===== src/hdl/llrs_pkg.sv =====
// llrs_pkg: shared types, constants and helpers for the lost-line recovery sequencer
package llrs_pkg;

    localparam int COUNT_WIDTH = 8;
    localparam int CFG_WIDTH   = 8;
    localparam int CMP_W       = (COUNT_WIDTH > CFG_WIDTH) ? COUNT_WIDTH : CFG_WIDTH;
    localparam int NUM_REGS    = 4;
    localparam int REG_IDX_W   = $clog2(NUM_REGS);

    typedef logic [COUNT_WIDTH-1:0] cnt_t;
    typedef logic [CFG_WIDTH-1:0]   cfg_val_t;
    typedef logic [CMP_W-1:0]       cmp_t;

    typedef enum logic [2:0] {
        ACT_COAST         = 3'd0,
        ACT_MANEUVER      = 3'd1,
        ACT_MANEUVER_STOP = 3'd2,
        ACT_STOP          = 3'd3,
        ACT_RESET_DONE    = 3'd4
    } action_t;

    typedef enum logic [REG_IDX_W-1:0] {
        REG_HOLD_FRAMES     = 2'd0,
        REG_MANEUVER_FRAMES = 2'd1,
        REG_PAUSE_FRAMES    = 2'd2,
        REG_MAX_CYCLES      = 2'd3
    } reg_idx_t;

    localparam cfg_val_t HOLD_RESET     = 8'd5;
    localparam cfg_val_t MANEUVER_RESET = 8'd10;
    localparam cfg_val_t PAUSE_RESET    = 8'd5;
    localparam cfg_val_t MAX_CYC_RESET  = 8'd3;

    localparam logic KIND_LOST  = 1'b0;
    localparam logic KIND_RESET = 1'b1;

    typedef struct packed {
        cfg_val_t hold_frames;
        cfg_val_t maneuver_frames;
        cfg_val_t pause_frames;
        cfg_val_t max_cycles;
    } cfg_t;

    typedef struct packed {
        cnt_t lost_count;
        logic in_pause;
        cnt_t phase_count;
        cnt_t cycle_count;
        logic stopped_for_good;
    } rec_state_t;

    typedef struct packed {
        logic       kind;
        logic [1:0] last_class;
        logic [7:0] confidence;
    } item_t;

    typedef struct packed {
        action_t    action;
        logic [1:0] coast_class;
        logic [7:0] drive_confidence;
        logic       grace_pending;
    } result_t;

    function automatic cnt_t sat_inc(input cnt_t v);
        return (v == '1) ? v : cnt_t'(v + cnt_t'(1));
    endfunction

    function automatic logic ge_cnt_cfg(input cnt_t c, input cfg_val_t lim);
        return cmp_t'(c) >= cmp_t'(lim);
    endfunction

endpackage


===== src/hdl/lost_line_recovery_sequencer_top.sv =====
// lost_line_recovery_sequencer_top: request pipeline, config registers and recovery state
//
// Usage: send one request per camera frame with the line lost (s_kind 0), or a
// recovery reset (s_kind 1). Each request yields exactly one result on the m_
// channel: action code, coast class, drive confidence and grace flag.
// Both channels are valid/ready; a request is taken when s_valid and s_ready are high.
// A request passes an input register, then the step logic into the output
// register. Throughput is one request per cycle while the receiver does not stall;
// the recovery state updates in the same cycle as the step.
// When the receiver stalls, the result holds in the output register and one
// more request can still be taken into the input register; s_ready drops only
// when both are full.
// Configuration: cfg_wr_en writes cfg_wdata to register cfg_index;
// write only while the block is idle.
// Reset (aresetn low, synchronous) empties both stages, clears the recovery
// state and loads the default register values.
module lost_line_recovery_sequencer_top (
    input  logic                             aclk,
    input  logic                             aresetn,
    input  logic                             cfg_wr_en,
    input  logic [llrs_pkg::REG_IDX_W-1:0]   cfg_index,
    input  logic [llrs_pkg::CFG_WIDTH-1:0]   cfg_wdata,
    input  logic                             s_valid,
    output logic                             s_ready,
    input  logic                             s_kind,
    input  logic [1:0]                       s_last_class,
    input  logic [7:0]                       s_confidence,
    output logic                             m_valid,
    input  logic                             m_ready,
    output logic [2:0]                       m_action,
    output logic [1:0]                       m_coast_class,
    output logic [7:0]                       m_drive_confidence,
    output logic                             m_grace_pending
);

    llrs_pkg::cfg_t       cfg_reg;
    llrs_pkg::rec_state_t state_reg;
    llrs_pkg::rec_state_t state_next;
    llrs_pkg::item_t      in_item_reg;
    llrs_pkg::result_t    out_result_reg;
    llrs_pkg::result_t    result_next;
    logic                 in_valid_reg;
    logic                 out_valid_reg;
    logic                 advance;

    assign advance = !out_valid_reg || m_ready;
    assign s_ready = !in_valid_reg || advance;

    llrs_core u_core (
        .cfg        (cfg_reg),
        .state_cur  (state_reg),
        .item       (in_item_reg),
        .state_next (state_next),
        .result     (result_next)
    );

    always_ff @(posedge aclk) begin
        if (!aresetn) begin
            in_valid_reg            <= 1'b0;
            out_valid_reg           <= 1'b0;
            state_reg               <= '0;
            cfg_reg.hold_frames     <= llrs_pkg::HOLD_RESET;
            cfg_reg.maneuver_frames <= llrs_pkg::MANEUVER_RESET;
            cfg_reg.pause_frames    <= llrs_pkg::PAUSE_RESET;
            cfg_reg.max_cycles      <= llrs_pkg::MAX_CYC_RESET;
        end else begin
            if (cfg_wr_en) begin
                unique case (llrs_pkg::reg_idx_t'(cfg_index))
                    llrs_pkg::REG_HOLD_FRAMES:     cfg_reg.hold_frames     <= cfg_wdata;
                    llrs_pkg::REG_MANEUVER_FRAMES: cfg_reg.maneuver_frames <= cfg_wdata;
                    llrs_pkg::REG_PAUSE_FRAMES:    cfg_reg.pause_frames    <= cfg_wdata;
                    llrs_pkg::REG_MAX_CYCLES:      cfg_reg.max_cycles      <= cfg_wdata;
                    default: ;
                endcase
            end
            if (s_ready) begin
                in_valid_reg <= s_valid;
            end
            if (advance) begin
                out_valid_reg <= in_valid_reg;
                if (in_valid_reg) begin
                    state_reg <= state_next;
                end
            end
        end
    end

    // payload registers
    always_ff @(posedge aclk) begin
        if (s_valid && s_ready) begin
            in_item_reg.kind       <= s_kind;
            in_item_reg.last_class <= s_last_class;
            in_item_reg.confidence <= s_confidence;
        end
        if (advance && in_valid_reg) begin
            out_result_reg <= result_next;
        end
    end

    assign m_valid            = out_valid_reg;
    assign m_action           = out_result_reg.action;
    assign m_coast_class      = out_result_reg.coast_class;
    assign m_drive_confidence = out_result_reg.drive_confidence;
    assign m_grace_pending    = out_result_reg.grace_pending;

endmodule


===== src/hdl/llrs_core.sv =====
// llrs_core: one recovery step, next state and result from the current state and a request
module llrs_core (
    input  llrs_pkg::cfg_t       cfg,
    input  llrs_pkg::rec_state_t state_cur,
    input  llrs_pkg::item_t      item,
    output llrs_pkg::rec_state_t state_next,
    output llrs_pkg::result_t    result
);

    llrs_pkg::cnt_t lost_inc;
    llrs_pkg::cnt_t phase_inc;
    llrs_pkg::cnt_t cycle_inc;

    assign lost_inc  = llrs_pkg::sat_inc(state_cur.lost_count);
    assign phase_inc = llrs_pkg::sat_inc(state_cur.phase_count);
    assign cycle_inc = llrs_pkg::sat_inc(state_cur.cycle_count);

    always_comb begin
        state_next              = state_cur;
        result.action           = llrs_pkg::ACT_COAST;
        result.coast_class      = 2'd0;
        result.drive_confidence = 8'd0;
        result.grace_pending    = 1'b0;
        if (item.kind == llrs_pkg::KIND_RESET) begin
            result.grace_pending = llrs_pkg::ge_cnt_cfg(state_cur.lost_count, cfg.hold_frames);
            result.action        = llrs_pkg::ACT_RESET_DONE;
            state_next           = '0;
        end else if (!llrs_pkg::ge_cnt_cfg(lost_inc, cfg.hold_frames)) begin
            // still coasting
            state_next.lost_count = lost_inc;
            result.action         = llrs_pkg::ACT_COAST;
            result.coast_class    = item.last_class;
        end else begin
            // hold limit fits the counter in this branch
            state_next.lost_count = llrs_pkg::cnt_t'(cfg.hold_frames);
            result.grace_pending  = 1'b1;
            if (state_cur.stopped_for_good) begin
                result.action = llrs_pkg::ACT_STOP;
            end else if (!state_cur.in_pause) begin
                result.drive_confidence = item.confidence;
                if (llrs_pkg::ge_cnt_cfg(phase_inc, cfg.maneuver_frames)) begin
                    state_next.in_pause    = 1'b1;
                    state_next.phase_count = '0;
                    result.action          = llrs_pkg::ACT_MANEUVER_STOP;
                end else begin
                    state_next.phase_count = phase_inc;
                    result.action          = llrs_pkg::ACT_MANEUVER;
                end
            end else begin
                result.action          = llrs_pkg::ACT_STOP;
                state_next.phase_count = phase_inc;
                if (llrs_pkg::ge_cnt_cfg(phase_inc, cfg.pause_frames)) begin
                    state_next.cycle_count = cycle_inc;
                    if (llrs_pkg::ge_cnt_cfg(cycle_inc, cfg.max_cycles)) begin
                        state_next.stopped_for_good = 1'b1;
                    end else begin
                        state_next.in_pause    = 1'b0;
                        state_next.phase_count = '0;
                    end
                end
            end
        end
    end

endmodule


===== config.mk =====
export PLATFORM = sky130hd
export DESIGN_NAME = lost_line_recovery_sequencer_top
export DESIGN_NICKNAME = d
export VERILOG_FILES = /design/src/hdl/llrs_pkg.sv /design/src/hdl/lost_line_recovery_sequencer_top.sv /design/src/hdl/llrs_core.sv
export SDC_FILE = /design/constraint.sdc
export NUM_CORES = 1
export LEC_CHECK = 0
export BUFFER_PORTS_ARGS = -buffer_cell sky130_fd_sc_hd__buf_4
export CORE_UTILIZATION = 35
export CTS_CLUSTER_SIZE = 24
export DETAILED_ROUTE_END_ITERATION = 10
export PLACE_DENSITY = 0.6
export SETUP_SLACK_MARGIN = 0.5
export SYNTH_ARGS = -nofsm -noshare
export SYNTH_HDL_FRONTEND = slang
export SYNTH_SLANG_ARGS = --single-unit

===== constraint.sdc =====
create_clock -name aclk -period 4 [get_ports aclk]
set_input_delay 0.8 -clock aclk [delete_from_list [all_inputs] [get_ports aclk]]
set_output_delay 0.8 -clock aclk [all_outputs]
set_load 0.005 [all_outputs]

==> flow_summary.json, run 1 <==
{
  "outcome": "finished, final reports clean",
  "fp.coreArea_mm2": 0.0129,
  "holdBufCountCts": 0,
  "internal_power_w": 0.00159,
  "crit_type": "flip-flop to flip-flop",
  "grt_busiest_layer": "met2",
  "finalCritPeriodShare": 0.816,
  "grt_pass1_wl_um": 18400,
  "dr.pass1.iters": 5,
  "yosysTopAreaCellShare": 0.256,
  "antennaDiodeCount": 0,
  "met2_usage": 0.279,
  "post-synth-top-count-cell": "nand2_1",
  "io_buffers": 41,
  "ys_ff_latch": 85,
  "r2r_end": "state_reg[11]$_SDFFE_PN0P_",
  "tns_ns": 0,
  "synth_flop_cell": "dfxtp_1",
  "grt_max_degree": 38,
  "place_hpwl_um": 8270,
  "async_flop_share": 0,
  "yosysSeqAreaShare": 0.416,
  "routedWlPerCell_um": 15.2,
  "ys.warnings.count": 0,
  "critPathMaxFanout": 11,
  "pre_cts_slack_ns": 0.411,
  "ff_latch_area_mm2": 0.00195,
  "largest_register_ffs": 32,
  "worst_ep_arrival_time_ns": 3.47,
  "cts_buffer_depth": 2,
  "synthCells": 521,
  "clk_pin_slew_ns": 0.07,
  "cp.required_ns": 4.21,
  "worst_setup_path_start_kind": "flip-flop",
  "syn_to_final_growth_pct": 18.2,
  "grtUsageTotal": 0.169,
  "dieWidth_um": 118,
  "critPathLaunch": "state_reg[22]$_SDFFE_PN0P_",
  "drc": 0,
  "via_per_inst": 5.09,
  "post-route-cell-area_mm2": 0.00555,
  "antenna_found_initial": 0,
  "irDropWorstVdd_v": 0.000199,
  "drt-initial-drc-count": 246,
  "regToRegStartpoint": "state_reg[22]$_SDFFE_PN0P_",
  "reg2reg_slack_ns": 0.73,
  "postRouteAntennaNets": 0,
  "endpoint": "state_reg[11]$_SDFFE_PN0P_",
  "layout-drive-gt1-share": 0.148,
  "netSwitchingPower_w": 0.000466,
  "stdcell_count": 738,
  "place_inst": 722,
  "whs_ns": 0.457,
  "dpl-instance-area_mm2": 0.00518,
  "sequentialPowerShare": 0.450,
  "worst_slack_ns": 0.735,
  "ff2ff_path_depth": 11,
  "slew_violations": 0,
  "worst_slew_pin_slew_ns": 0.970,
  "h-tree-depth": 3,
  "cts_num_sinks": 85,
  "met1_usage": 0.212,
  "ys_types": 62,
  "p_comb_frac": 0.081,
  "nets": 630,
  "synth.cell_area_mm2": 0.00470,
  "min_from": "cfg_reg[21]$_SDFFE_PN0P_",
  "wl_um": 11200,
  "synth_nets": 590,
  "grt-ovfl-total": 0,
  "num_io_pins": 42,
  "synthTopCellsByCount": "nand2_1 (72), dfxtp_1 (60), nor2_1 (45), ha_1 (43), a21oi_1 (40)",
  "num_rows": 41,
  "p_per_area_mw_per_mm2": 371,
  "max_slew_margin": 0.348,
  "crit_path_end_kind": "flip-flop",
  "dieArea_mm2": 0.0139,
  "synth_edf_count": 25,
  "grt_use_met3": 0.0359,
  "cts_tree": "built",
  "max-cap-violations": 0,
  "hold_path.class": "flip-flop to flip-flop",
  "start_util": 0.365,
  "min_period_ns": 3.27,
  "cts_buffers": 9,
  "pwr-share-clk": 0.469,
  "grt_pass1_vias": 3638,
  "worstSkewPairLatency_ns": 0.35,
  "leakage_nw": 2.30,
  "synth.avg_cell_area_um2": 9.02,
  "multi_input_area_mm2": 0.00256,
  "fmax_mhz": 306,
  "rsz0062_at_grt": "no",
  "synth.area.top_cells": "dfxtp_1 (26%), edfxtp_1 (16%), ha_1 (11%)",
  "die_y_um": 118,
  "place_congestion": 0.852,
  "nFillCells": 1239,
  "skew_ns": 0.00682,
  "cts_root_buf": "clkbuf_16",
  "vias": 3758,
  "swShare": 0.226,
  "finalHoldViolCount": 0,
  "yosysTopAreaCell": "dfxtp_1",
  "finalSetupViolCount": 0
}
## critical path, stage by stage (launching register included)
cell	delay, ns
dfxtp_1	0.43
and4_1	0.29
nand2_1	0.12
nor2_2	0.22
mux2_2	0.38
ha_1	0.27
a2111o_1	0.46
a311oi_2	0.34
buf_4	0.24
nor3b_1	0.07
a32oi_1	0.23
nor2_1	0.06
## placed cells by master (no fill, tap or decap), types with 3 or more instances in the layout
| master | netlist | layout |
|---|---|---|
| ha_1 | 43 | 43 |
| nor3b_1 | 7 | 6 |
| dfxtp_1 | 60 | 59 |
| buf_4 | 2 | 45 |
| o32ai_1 | 3 | 3 |
| a21o_1 | 4 | 4 |
| edfxtp_1 | 25 | 25 |
| a32oi_1 | 3 | 3 |
| nand2b_1 | 11 | 11 |
| inv_1 | 38 | 38 |
| nor3_1 | 8 | 8 |
| nand3_1 | 19 | 19 |
| xnor2_1 | 6 | 6 |
| xor2_1 | 4 | 4 |
| o21ai_0 | 18 | 18 |
| mux2_2 | 6 | 6 |
| nand4_1 | 6 | 6 |
| nand2_1 | 72 | 72 |
| nor2_1 | 45 | 43 |
| bufinv_16 | 0 | 3 |
| and3_1 | 10 | 10 |
| nor4_1 | 3 | 3 |
| mux2i_1 | 13 | 13 |
| a21oi_1 | 40 | 39 |
| o211ai_1 | 5 | 5 |
| clkbuf_16 | 0 | 9 |
| and2_1 | 11 | 11 |
## routing by layer
layer  up-vias  routed length [um]
met5         -                   0
met4         0                 172
met3        16                 602
met2        67                5330
met1      1739                5080
li1       1936                   -
## through the flow
step	util	power [W]
after global placement	0.402	0.00111
after CTS	0.429	0.00207
after floorplan	-	0.00104
final	0.431	0.00206
after detailed placement	0.402	0.00111
after global routing	0.431	0.00214
## timing repair
item | CTS | global route
endpoints found under the setup margin | 3 | 22
setup buffers | 0 | 0
gates resized for setup | 1 | 8
## power by group through the flow
stage               Sequential (W)  Clock (W)  Combinational [W]
floorplan                 0.000942          0           0.000103
global route              0.000929    0.00102           0.000187
CTS                       0.000927   0.000978           0.000167
finish                    0.000927   0.000964           0.000167
detailed placement        0.000946          0           0.000166
global placement          0.000945          0           0.000163
## final cells by class
class | count | share of cell area
Inverter | 39 | 0.0264
Clock inverter | 6 | 0.0198
Clock buffer | 10 | 0.0413
Multi-Input combinational cell | 381 | 0.461
Tap cell | 172 | 0.0388
Sequential cell | 85 | 0.352
Timing Repair Buffer | 45 | 0.0609
## cell families after synthesis
logic type | share of synthesized area
xor gates and xnor gates | 0.0186
adders and majority gates | 0.115
muxes | 0.0421
buffers and inverters | 0.0474
and+or+nand+nor | 0.209
DFF | 0.416
AOI/OAI and AO/OA | 0.152
## worst min-delay path by stage
stage / endpoint / slack (ns) / cells past startpoint
floorplan: m_action[2]$_SDFFCE_PP1P_ / 0.42 / 0
global placement: cfg_reg[18]$_SDFFE_PN0P_ / 0.45 / 2
detailed placement: cfg_reg[3]$_SDFFE_PN0P_ / 0.45 / 2
CTS: cfg_reg[3]$_SDFFE_PN0P_ / 0.46 / 2
global route: cfg_reg[3]$_SDFFE_PN0P_ / 0.49 / 2
finish: cfg_reg[21]$_SDFFE_PN0P_ / 0.46 / 2
Power figures use the tool's default switching activity.
==> run 2: changes to the inputs <==
clock period = 3.4 ns   (was 4 ns; I/O delays follow)
==> flow_summary.json, run 2 (same netlist as run 1, synthesis figures left out) <==
{
  "outcome": "finished, final reports clean",
  "place_congestion": 0.861,
  "crit_path_end_kind": "flip-flop",
  "cts_buffer_depth": 2,
  "irDropWorstVdd_v": 0.000287,
  "crit_type": "flip-flop to flip-flop",
  "tns_ns": 0,
  "grtUsageTotal": 0.180,
  "post-route-cell-area_mm2": 0.00612,
  "fp.coreArea_mm2": 0.0129,
  "nets": 668,
  "leakage_nw": 2.58,
  "crit_family": "compound AO/OA/AOI/OAI gates",
  "routedWlPerCell_um": 16.3,
  "io_buffers": 41,
  "crit_chain": "and4_4 > nand2_4 > nor2_4 > mux2_4 > ha_4 > a2111o_1 > buf_6 > a31oi_4 > mux2i_1 > o21ai_1 > and2_1",
  "largest_register_ffs": 32,
  "crit_path_top_delay_cell": "a2111o_1",
  "grt_pass1_vias": 3846,
  "drt-initial-drc-count": 185,
  "cts_num_sinks": 85,
  "postRouteAntennaNets": 0,
  "grt_pass1_wl_um": 19400,
  "worst_slack_ns": 0.468,
  "clk_pin_slew_ns": 0.07,
  "finalCritPeriodShare": 0.862,
  "layout_common_cells": "buf_4 (77), nand2_1 (65), dfxtp_1 (49), nor2_1 (41), ha_1 (39)",
  "max-cap-violations": 0,
  "layout-drive-gt1-share": 0.285,
  "die_y_um": 118,
  "rsz0062_at_grt": "yes",
  "slew_violations": 0,
  "total_power_w": 0.00230,
  "drc": 0,
  "worst_ep_arrival_time_ns": 3.18,
  "skew_ns": 0.00737,
  "place_hpwl_um": 8580,
  "worstSkewPairLatency_ns": 0.35,
  "worst_slew_pin_slew_ns": 1.06,
  "hold_path.class": "flip-flop to flip-flop",
  "num_io_pins": 42,
  "dpl-instance-area_mm2": 0.00524,
  "max_stage_delay_ns": 0.46,
  "cp.required_ns": 3.65,
  "cts_root_buf": "clkbuf_16",
  "antennaDiodeCount": 0,
  "dr.pass1.iters": 4,
  "via_per_inst": 5.18,
  "wl_um": 12600,
  "syn_to_final_growth_pct": 30.4,
  "stdcell_count": 776,
  "vias": 4018,
  "num_rows": 41,
  "antenna_found_initial": 0,
  "min_period_ns": 2.93,
  "cts_tree": "built",
  "final_common_cell": "buf_4",
  "fmax_mhz": 341,
  "worst_setup_path_start_kind": "flip-flop",
  "cts_buffers": 9,
  "pre_cts_slack_ns": 0.218,
  "p_per_area_mw_per_mm2": 376,
  "grt_max_degree": 38,
  "grt-ovfl-total": 0,
  "dieArea_mm2": 0.0139,
  "finalSetupViolCount": 0,
  "critPathBufInv": 1,
  "h-tree-depth": 3,
  "dieWidth_um": 118,
  "critPathMaxFanout": 7,
  "max_slew_margin": 0.288,
  "start_util": 0.365,
  "finalHoldViolCount": 0,
  "place_inst": 728
}
run 2: cell count changes in the layout (fill, tap and decap cells not counted), sizes merged:
cell / delta
bufinv: -3
clkinv: +1
clkbuf: -1
buf: +38
inv: +4
clkinvlp: -1
run 2: what timing repair did:
| item | 4_1_cts | 5_1_grt |
|---|---|---|
| setup buffers | 10 | 20 |
| hold buffers | 0 | 0 |
| pin swaps | 11 | 22 |
| endpoints found under the hold margin | 0 | 0 |
| cloned | 1 | 1 |
| resized for setup | 32 | 59 |
| setup endpoints to repair | 35 | 39 |
run 2: metrics by stage:
stage                      util  hold WS [ns]
after floorplan               -         0.424
after global placement    0.407         0.444
after detailed placement  0.407         0.451
after CTS                 0.445         0.461
after global routing      0.476         0.484
final                     0.476         0.457
run 2: worst min-delay path: stages, from the launching register on:
cell     delay, ns
dfxtp_1       0.31
nand2_1       0.05
a21oi_1       0.05
run 2: metal layers:
layer / up-vias / wire length (um) / track usage / share of wire
met3: 23 / 512 / 0.0446 / 0.041
met1: 1897 / 5720 / 0.228 / 0.45
met4: 0 / 281 / 0.0665 / 0.022
li1: 2008 / - / - / -
met2: 90 / 6110 / 0.295 / 0.48
met5: - / 0 / 0 / 0
run 2: worst paths after layout:
check | depth (start not counted) | end | slack [ns] | start
max | 11 | state_reg[20]$_SDFFE_PN0P_ | 0.47 | state_reg[22]$_SDFFE_PN0P_
min | 2 | cfg_reg[4]$_SDFFE_PN0P_ | 0.46 | cfg_reg[4]$_SDFFE_PN0P_
max reg2reg | 11 | state_reg[20]$_SDFFE_PN0P_ | 0.47 | state_reg[22]$_SDFFE_PN0P_
min reg2reg | 2 | cfg_reg[4]$_SDFFE_PN0P_ | 0.46 | cfg_reg[4]$_SDFFE_PN0P_
run 2: power by group:
| part | internal [W] | switching [W] |
|---|---|---|
| registers | 0.00107 | 0.0000166 |
| clock network | 0.000513 | 0.000452 |
| logic | 0.000112 | 0.000137 |
| total | 0.00170 | 0.000606 |
run 2: cell type report:
type                       instances  area (um^2)
inverter                          39          146
fill                            1195         6750
sequential                        85         1980
clock buffer                       9          225
timing repair buffer              83          666
clock inverter                     7         63.8
tap                              172          215
multi-input combinational        381         2830
